## src/rtl/evs_pkg.sv

```systemverilog
package evs_pkg;

  localparam int unsigned ONE_Q16 = 32'h0001_0000;

  // strategy codes
  localparam logic [1:0] MODE_DANTZIG = 2'd0;
  localparam logic [1:0] MODE_STEEP   = 2'd1;
  localparam logic [1:0] MODE_BLAND   = 2'd2;
  localparam logic [1:0] MODE_DEVEX   = 2'd3;

  // variable status codes
  localparam logic [1:0] VS_BASIC = 2'd0;
  localparam logic [1:0] VS_LOWER = 2'd1;
  localparam logic [1:0] VS_UPPER = 2'd2;
  localparam logic [1:0] VS_FREE  = 2'd3;

  // configuration register indexes
  localparam logic REG_MODE = 1'b0;
  localparam logic REG_TOL  = 1'b1;

  // multiplier step codes
  localparam logic [2:0] MS_NONE = 3'd0;
  localparam logic [2:0] MS_SQ   = 3'd1;
  localparam logic [2:0] MS_TT   = 3'd2;
  localparam logic [2:0] MS_L0   = 3'd3;
  localparam logic [2:0] MS_L1   = 3'd4;
  localparam logic [2:0] MS_R0   = 3'd5;
  localparam logic [2:0] MS_R1   = 3'd6;

  typedef struct packed {
    logic       load;
    logic [2:0] mstep;
    logic       simple_upd;
    logic       cmp_upd;
    logic       finish;
  } evs_cmd_t;

  typedef struct packed {
    logic elig;
    logic ratio_mode;
    logic last;
    logic out_busy;
  } evs_stat_t;

endpackage

```

## src/rtl/entering_variable_select_scan.sv

```systemverilog
// Entering-variable pricing scan.
// Input channel (in_valid/in_stall): one variable per beat, in index order;
// in_last_var marks the final variable of a scan.
// Result channel (out_valid/out_stall): one beat per scan, after the last
// variable: out_entering_index and out_found (0 = optimal, index 0).
// Config port: cfg_we with cfg_index 0 = strategy mode, 1 = tolerance;
// write only while no scan beat is in flight.
// Steps: Dantzig, Bland and ineligible variables go through load, evaluate
// and finish; an eligible variable under steepest edge or Devex also has the
// single 32x32 multiplier stepping through m*m, t*t and two 64x32 products,
// then a compare. The result shows in the cycle after the last beat finishes.
// While the result beat is stalled the block keeps taking input beats; the
// next last beat then waits until the output register empties.
// Reset: mode Devex, tolerance 1, scan state and counter cleared, no result.
module entering_variable_select_scan #(
  parameter int MAX_VARS = 65536
) (
  input  logic        clk,
  input  logic        rst_n,
  input  logic        cfg_we,
  input  logic        cfg_index,
  input  logic [31:0] cfg_wdata,
  input  logic        in_valid,
  output logic        in_stall,
  input  logic [1:0]  in_var_state,
  input  logic        in_skip_flag,
  input  logic [31:0] in_reduced_cost,
  input  logic [31:0] in_edge_weight,
  input  logic        in_last_var,
  output logic        out_valid,
  input  logic        out_stall,
  output logic [15:0] out_entering_index,
  output logic        out_found
);
  import evs_pkg::*;

  evs_cmd_t  cmd;
  evs_stat_t stat;

  evs_ctrl u_ctrl (
    .clk      (clk),
    .rst_n    (rst_n),
    .in_valid (in_valid),
    .in_stall (in_stall),
    .stat     (stat),
    .cmd      (cmd)
  );

  evs_dp #(.MAX_VARS(MAX_VARS)) u_dp (
    .clk                (clk),
    .rst_n              (rst_n),
    .cfg_we             (cfg_we),
    .cfg_index          (cfg_index),
    .cfg_wdata          (cfg_wdata),
    .in_var_state       (in_var_state),
    .in_skip_flag       (in_skip_flag),
    .in_reduced_cost    (in_reduced_cost),
    .in_edge_weight     (in_edge_weight),
    .in_last_var        (in_last_var),
    .out_valid          (out_valid),
    .out_stall          (out_stall),
    .out_entering_index (out_entering_index),
    .out_found          (out_found),
    .cmd                (cmd),
    .stat               (stat)
  );

endmodule

```

## src/rtl/evs_ctrl.sv

```systemverilog
module evs_ctrl (
  input  logic               clk,
  input  logic               rst_n,
  input  logic               in_valid,
  output logic               in_stall,
  input  evs_pkg::evs_stat_t stat,
  output evs_pkg::evs_cmd_t  cmd
);
  import evs_pkg::*;

  localparam logic [3:0] S_IDLE = 4'd0;
  localparam logic [3:0] S_EVAL = 4'd1;
  localparam logic [3:0] S_MSQ  = 4'd2;
  localparam logic [3:0] S_MTT  = 4'd3;
  localparam logic [3:0] S_ML0  = 4'd4;
  localparam logic [3:0] S_ML1  = 4'd5;
  localparam logic [3:0] S_MR0  = 4'd6;
  localparam logic [3:0] S_MR1  = 4'd7;
  localparam logic [3:0] S_CMP  = 4'd8;
  localparam logic [3:0] S_FIN  = 4'd9;

  logic [3:0] state_r, state_nxt;

  assign in_stall = (state_r != S_IDLE);

  always_comb begin
    state_nxt = state_r;
    cmd = '0;
    cmd.mstep = MS_NONE;
    case (state_r)
      S_IDLE: begin
        if (in_valid) begin
          cmd.load = 1'b1;
          state_nxt = S_EVAL;
        end
      end
      S_EVAL: begin
        if (stat.elig && stat.ratio_mode) begin
          state_nxt = S_MSQ;
        end else begin
          cmd.simple_upd = 1'b1;
          state_nxt = S_FIN;
        end
      end
      S_MSQ: begin cmd.mstep = MS_SQ; state_nxt = S_MTT; end
      S_MTT: begin cmd.mstep = MS_TT; state_nxt = S_ML0; end
      S_ML0: begin cmd.mstep = MS_L0; state_nxt = S_ML1; end
      S_ML1: begin cmd.mstep = MS_L1; state_nxt = S_MR0; end
      S_MR0: begin cmd.mstep = MS_R0; state_nxt = S_MR1; end
      S_MR1: begin cmd.mstep = MS_R1; state_nxt = S_CMP; end
      S_CMP: begin cmd.cmp_upd = 1'b1; state_nxt = S_FIN; end
      S_FIN: begin
        // a last beat waits for the output register to free up
        if (!(stat.last && stat.out_busy)) begin
          cmd.finish = 1'b1;
          state_nxt = S_IDLE;
        end
      end
      default: state_nxt = S_IDLE;
    endcase
  end

  always_ff @(posedge clk) begin
    if (!rst_n) state_r <= S_IDLE;
    else        state_r <= state_nxt;
  end

endmodule

```

## src/rtl/evs_dp.sv

```systemverilog
module evs_dp #(
  parameter int MAX_VARS = 65536
) (
  input  logic               clk,
  input  logic               rst_n,
  input  logic               cfg_we,
  input  logic               cfg_index,
  input  logic [31:0]        cfg_wdata,
  input  logic [1:0]         in_var_state,
  input  logic               in_skip_flag,
  input  logic [31:0]        in_reduced_cost,
  input  logic [31:0]        in_edge_weight,
  input  logic               in_last_var,
  output logic               out_valid,
  input  logic               out_stall,
  output logic [15:0]        out_entering_index,
  output logic               out_found,
  input  evs_pkg::evs_cmd_t  cmd,
  output evs_pkg::evs_stat_t stat
);
  import evs_pkg::*;

  localparam int CW = (MAX_VARS > 1) ? $clog2(MAX_VARS) : 1;
  localparam logic [CW-1:0] CNT_MAX = CW'(MAX_VARS - 1);

  logic [1:0]    mode_r;
  logic [31:0]   tol_r;
  logic [1:0]    st_r;
  logic          skip_r, neg_r, last_r;
  logic [31:0]   mag_r, w_r;
  logic [CW-1:0] cnt_r, bidx_r;
  logic [63:0]   bnum_r, sq_r, bn_r;
  logic [31:0]   bden_r;
  logic          have_r;
  logic [95:0]   lhs_r, rhs_r;
  logic          ov_r, ofound_r;
  logic [15:0]   oidx_r;

  logic          elig, ratio_mode;
  logic [31:0]   wp, bd, mul_a, mul_b;
  logic [63:0]   prod;
  logic [31:0]   mag_in;
  logic [63:0]   dz_ref;

  assign mag_in = in_reduced_cost[31] ? (32'd0 - in_reduced_cost) : in_reduced_cost;

  always_comb begin
    elig = 1'b0;
    if (!skip_r && st_r != VS_BASIC && mag_r > tol_r) begin
      case (st_r)
        VS_LOWER: elig = neg_r;
        VS_UPPER: elig = !neg_r;
        default:  elig = 1'b1;
      endcase
    end
  end

  assign ratio_mode = (mode_r == MODE_STEEP) || (mode_r == MODE_DEVEX);

  always_comb begin
    wp = w_r;
    if (mode_r == MODE_STEEP) begin
      if (w_r == 32'd0) wp = ONE_Q16;
    end else if (w_r < ONE_Q16) begin
      wp = ONE_Q16;
    end
  end

  assign bd     = have_r ? bden_r : ONE_Q16;
  assign dz_ref = have_r ? bnum_r : {32'd0, tol_r};

  always_comb begin
    mul_a = 32'd0;
    mul_b = 32'd0;
    case (cmd.mstep)
      MS_SQ: begin mul_a = mag_r;        mul_b = mag_r; end
      MS_TT: begin mul_a = tol_r;        mul_b = tol_r; end
      MS_L0: begin mul_a = sq_r[31:0];   mul_b = bd;    end
      MS_L1: begin mul_a = sq_r[63:32];  mul_b = bd;    end
      MS_R0: begin mul_a = bn_r[31:0];   mul_b = wp;    end
      MS_R1: begin mul_a = bn_r[63:32];  mul_b = wp;    end
      default: begin mul_a = 32'd0;      mul_b = 32'd0; end
    endcase
  end

  assign prod = {32'd0, mul_a} * {32'd0, mul_b};

  always_ff @(posedge clk) begin
    if (!rst_n) begin
      mode_r <= MODE_DEVEX;
      tol_r  <= 32'd1;
    end else if (cfg_we) begin
      case (cfg_index)
        REG_MODE: mode_r <= cfg_wdata[1:0];
        REG_TOL:  tol_r  <= cfg_wdata;
        default:  ;
      endcase
    end
  end

  // item payload
  always_ff @(posedge clk) begin
    if (cmd.load) begin
      st_r   <= in_var_state;
      skip_r <= in_skip_flag;
      neg_r  <= in_reduced_cost[31];
      mag_r  <= mag_in;
      w_r    <= in_edge_weight;
      last_r <= in_last_var;
    end
    case (cmd.mstep)
      MS_SQ: sq_r  <= prod;
      MS_TT: bn_r  <= have_r ? bnum_r : prod;
      MS_L0: lhs_r <= {32'd0, prod};
      MS_L1: lhs_r <= lhs_r + {prod, 32'd0};
      MS_R0: rhs_r <= {32'd0, prod};
      MS_R1: rhs_r <= rhs_r + {prod, 32'd0};
      default: ;
    endcase
  end

  // scan state
  always_ff @(posedge clk) begin
    if (!rst_n) begin
      cnt_r  <= '0;
      have_r <= 1'b0;
      bnum_r <= 64'd0;
      bden_r <= ONE_Q16;
      bidx_r <= '0;
    end else if (cmd.finish && last_r) begin
      cnt_r  <= '0;
      have_r <= 1'b0;
      bnum_r <= 64'd0;
      bden_r <= ONE_Q16;
      bidx_r <= '0;
    end else begin
      if (cmd.finish) cnt_r <= (cnt_r == CNT_MAX) ? '0 : cnt_r + 1'b1;
      if (cmd.simple_upd && elig) begin
        if (mode_r == MODE_BLAND) begin
          if (!have_r) begin
            have_r <= 1'b1;
            bidx_r <= cnt_r;
          end
        end else if (mode_r == MODE_DANTZIG) begin
          if ({32'd0, mag_r} > dz_ref) begin
            bnum_r <= {32'd0, mag_r};
            bden_r <= ONE_Q16;
            bidx_r <= cnt_r;
            have_r <= 1'b1;
          end
        end
      end
      if (cmd.cmp_upd && lhs_r > rhs_r) begin
        bnum_r <= sq_r;
        bden_r <= wp;
        bidx_r <= cnt_r;
        have_r <= 1'b1;
      end
    end
  end

  // output register
  always_ff @(posedge clk) begin
    if (!rst_n) ov_r <= 1'b0;
    else if (cmd.finish && last_r) ov_r <= 1'b1;
    else if (!out_stall) ov_r <= 1'b0;
  end

  always_ff @(posedge clk) begin
    if (cmd.finish && last_r) begin
      ofound_r <= have_r;
      oidx_r   <= have_r ? 16'(bidx_r) : 16'd0;
    end
  end

  assign out_valid          = ov_r;
  assign out_found          = ofound_r;
  assign out_entering_index = oidx_r;

  assign stat.elig       = elig;
  assign stat.ratio_mode = ratio_mode;
  assign stat.last       = last_r;
  assign stat.out_busy   = ov_r && out_stall;

endmodule

```

## config.mk

```make
export PLATFORM = sky130hd
export DESIGN_NAME = entering_variable_select_scan
export DESIGN_NICKNAME = d
export VERILOG_FILES = /design/src/rtl/evs_pkg.sv /design/src/rtl/entering_variable_select_scan.sv /design/src/rtl/evs_ctrl.sv /design/src/rtl/evs_dp.sv
export SDC_FILE = /design/constraint.sdc
export NUM_CORES = 2
export LEC_CHECK = 0
export BUFFER_PORTS_ARGS = -buffer_cell sky130_fd_sc_hd__buf_2
export CORE_MARGIN = 4
export CORE_UTILIZATION = 30
export CTS_BUF_LIST = sky130_fd_sc_hd__clkbuf_16
export DETAILED_ROUTE_END_ITERATION = 12
export GPL_TIMING_DRIVEN = 0
export PLACE_DENSITY = 0.47
export SKIP_LAST_GASP = 1
export SLEW_MARGIN = 20
export SYNTH_ARGS = -nofsm -noshare
export SYNTH_HDL_FRONTEND = slang
export SYNTH_SLANG_ARGS = --single-unit
```

## constraint.sdc

```tcl
create_clock -name clk -period 36.3 [get_ports clk]
set_clock_uncertainty 0.15 [all_clocks]
set_input_delay 3.63 -clock clk [delete_from_list [all_inputs] [get_ports clk]]
set_output_delay 3.63 -clock clk [all_outputs]
set_load 0.01 [all_outputs]
```

==> results.py <==
metrics = {
    "pwr": {
        "leakage_nw": 33.8,
        "vdd_drop_max_mv": 0.0348,
        "pwr_density_cell_nw_per_um2": 22.9,
    },
    "clock_network": {
        "htreeDepth": 3,
        "clk_pin_slew_ps": 60,
        "clock_sinks": 574,
        "cts_resized": 0,
        "clk_path_buf_depth": 3,
        "insertion_delay_ps": 700,
        "cts-root-buf": "clkbuf_16",
        "post_cts_buffers": 0,
        "holdBufCountCts": 0,
        "cts_tree": "done",
        "cts_made_buffers": 75,
    },
    "die": {
        "dieWidth_um": 483,
        "coreArea_sq_um": 225000,
        "die_area_sq_um": 234000,
        "start_util_pct": 30.1,
        "die_h_um": 483,
        "ios": 125,
        "fp-row-count": 174,
    },
    "route": {
        "postRouteAntennaNets": 0,
        "avgRoutedWirePerCell_um": 27.7,
        "vias": 57700,
        "drt_iter0_drc": 5585,
        "first_pass_iters": 6,
        "vias_per_cell": 5.33,
        "wl_um": 300000,
        "remaining_drc_errors": 0,
    },
    "setup_path": {
        "crit_slowest_cell": "a2111oi_1",
        "critical_path_arrival_ps": 17470,
        "end_kind": "flip-flop",
        "cp-start-kind": "flip-flop",
        "crit_top_cell": "fa_1",
        "crit_buf_inv": 11,
        "path_class": "flip-flop to flip-flop",
        "r2r_slack_ps": 19050,
        "path_max_fanout": 10,
        "crit_family": "adder cells",
        "cp_slowest_stage_delay_ps": 1080,
        "crit_required_ps": 36520,
    },
    "placement": {
        "gp_routability_congestion": 0.988,
        "hpwl_um": 250000,
        "dpl.cell_count": 10700,
        "io_buffers": 124,
    },
    "finish": {
        "final_nets": 9335,
        "fin_cells": 10800,
        "final_util_pct": 33.6,
        "layout-drive-gt1-share_pct": 5.03,
        "syn2layout_area_growth_pct": 11.6,
    },
    "global_routing": {
        "track_usage_pct": 25.2,
        "antenna_found_initial": 15,
        "grt_max_degree": 50,
        "grt_pass1_wl_um": 427000,
        "grt_overflow": 0,
        "grt_pass1_vias": 58300,
    },
    "yosys": {
        "ys.flop_type": "edfxtp_1",
        "syn_inst": 7515,
        "synth_compound_area_share_pct": 12.6,
        "yosys.area_share.simple_pct": 15.0,
        "yosys_warnings": 0,
        "synth-seq-cells": 574,
        "synth_mux_area_share_pct": 0.954,
        "synth_top_family_by_area": "adder cells",
        "synth_xor_area_share_pct": 2.67,
        "syn-num-nets": 9093,
        "synth_edf_count": 406,
        "synthAdderAreaFrac_pct": 37.1,
        "avgSynthCellArea_sq_um": 9.02,
        "synthArstFlopShare_pct": 0,
        "synth_cell_types": 80,
        "syn-cell-area_sq_um": 67800,
        "ys_seq_area_share_pct": 22.9,
    },
    "timing": {
        "setup_viol": 0,
        "max_freq_mhz": 58.0,
        "finalCritPeriodShare_pct": 47.5,
        "hold_violations": 0,
        "post-route-min-period_ps": 17250,
        "rsz0062_at_grt": "no",
        "slew_headroom_pct": 17.3,
        "worstMarginPinSlew_ps": 1240,
        "tns_ps": 0,
        "drv_slew": 0,
    },
    "worst_hold_path": {
        "hp-class": "flip-flop to flip-flop",
    },
    "flow_run": {
        "maxCapViolations": 0,
    },
    "outcome": {
        "outcome": "finished clean",
    },
}
==> state kept, by name (all words and copies together) (netlist names), 2 cells and up <==
name	flops
u_dp.sq_r	64
u_dp.cnt_r	16
u_dp.st_r	2
u_dp.bnum_r	64
u_ctrl.state_r	4
u_dp.mode_r	2
u_dp.bn_r	64
u_dp.w_r	32
u_dp.bden_r	32
u_dp.out_entering_index	16
u_dp.lhs_r	96
u_dp.bidx_r	16
u_dp.rhs_r	96
u_dp.mag_r	32
u_dp.tol_r	32
==> routing by layer <==
metal	routed length [um]	track usage [%]	up-vias
met1	127000	34.0	29400
met3	23900	4.38	558
met4	15100	11.2	8
li1	-	-	25200
met5	60	0	-
met2	134000	39.8	2529
==> worst min-delay path: stages (launching register included) <==
cell	delay (ps)
dfxtp_1	300
nand2_1	50
mux2i_1	50
==> layout by cell type, fill, tap and decap left out, types with 29 or more instances in the layout <==
master     count
a21o_1       160
dfxtp_1      168
buf_2        136
and2_1        55
clkbuf_1     320
and3_1        30
nor3_1        42
a21oi_1      351
nor2_1       752
a22oi_1       83
o31ai_1       62
nor2b_1       36
a21boi_0      69
nand3_1      118
ha_1         574
nand2_1     1000
o211ai_1      70
nand4_1      123
fa_1         898
o21bai_1      38
o21a_1        29
clkbuf_16     79
xnor2_1      105
inv_1       1189
edfxtp_1     406
a22o_1        33
xor2_1        74
nor4_1        29
and4_1        48
mux2i_1       59
o21ai_0      254
nand2b_1      29
==> logic make-up after synthesis <==
family,after synthesis
AO/OA/AOI/OAI,1313
XOR/XNOR,207
adder cells (fa/ha/maj),1472
buffers and inverters,1553
flip-flops,574
multiplexers,64
AND/OR/NAND/NOR,2332
==> area by class of cell <==
type / count / area, sq um
fillers: 23600 / 149000
multi-input cells: 5388 / 46800
flip-flops and latches: 574 / 15600
inverters: 1175 / 4410
well taps: 2992 / 3740
clock buffers: 79 / 1980
plain buffers: 378 / 1490
repair buffers: 165 / 1220
clock inverters: 59 / 458
diodes: 12 / 30.0
==> final timing paths <==
| check | startpoint | endpoint | cells after the start |
|---|---|---|---|
| setup / recovery | u_dp.have_r | u_dp.lhs_r[93] | 38 |
| hold reg to reg | u_dp.bidx_r[6] | u_dp.bidx_r[6] | 2 |
| setup reg to reg | u_dp.have_r | u_dp.lhs_r[93] | 38 |
| hold / removal | u_dp.bidx_r[6] | u_dp.bidx_r[6] | 2 |
==> where the power goes <==
part	internal [mW]	switching [mW]
combinational	0.0631	0.164
sequential	0.725	0.0339
clock	0.420	0.328
==> cells in the mapped netlist, types with 44 or more instances <==
cell type	instances	area share, %
o211ai_1	70	0.78
clkbuf_1	339	1.9
o21ai_0	256	1.9
nor3_1	44	0.32
and2_1	55	0.51
xnor2_1	124	1.6
inv_1	1174	6.5
a21o_1	160	1.8
and4_1	48	0.62
fa_1	898	27
nor2_1	754	4.2
nand2_1	1000	5.5
edfxtp_1	406	18
xor2_1	83	1.1
a21boi_0	69	0.76
a22oi_1	83	0.92
mux2i_1	59	0.87
dfxtp_1	168	5.0
o31ai_1	62	0.69
ha_1	574	11
nand3_1	118	0.87
nand4_1	123	1.1
a21oi_1	351	2.6
==> per-stage QoR <==
step                total power [mW]  hold WS [ps]  setup slack [ps]  area [sq um]
floorplan                      0.872           276             22880         67800
global placement               0.986           292             12570         72200
detailed placement             0.993           301             19350         73100
CTS                             1.74           313             19270         75600
global route                    1.79           333             18930         75600
finish                          1.73           306             19050         75600
No activity file was read; power rests on OpenSTA's default activity.
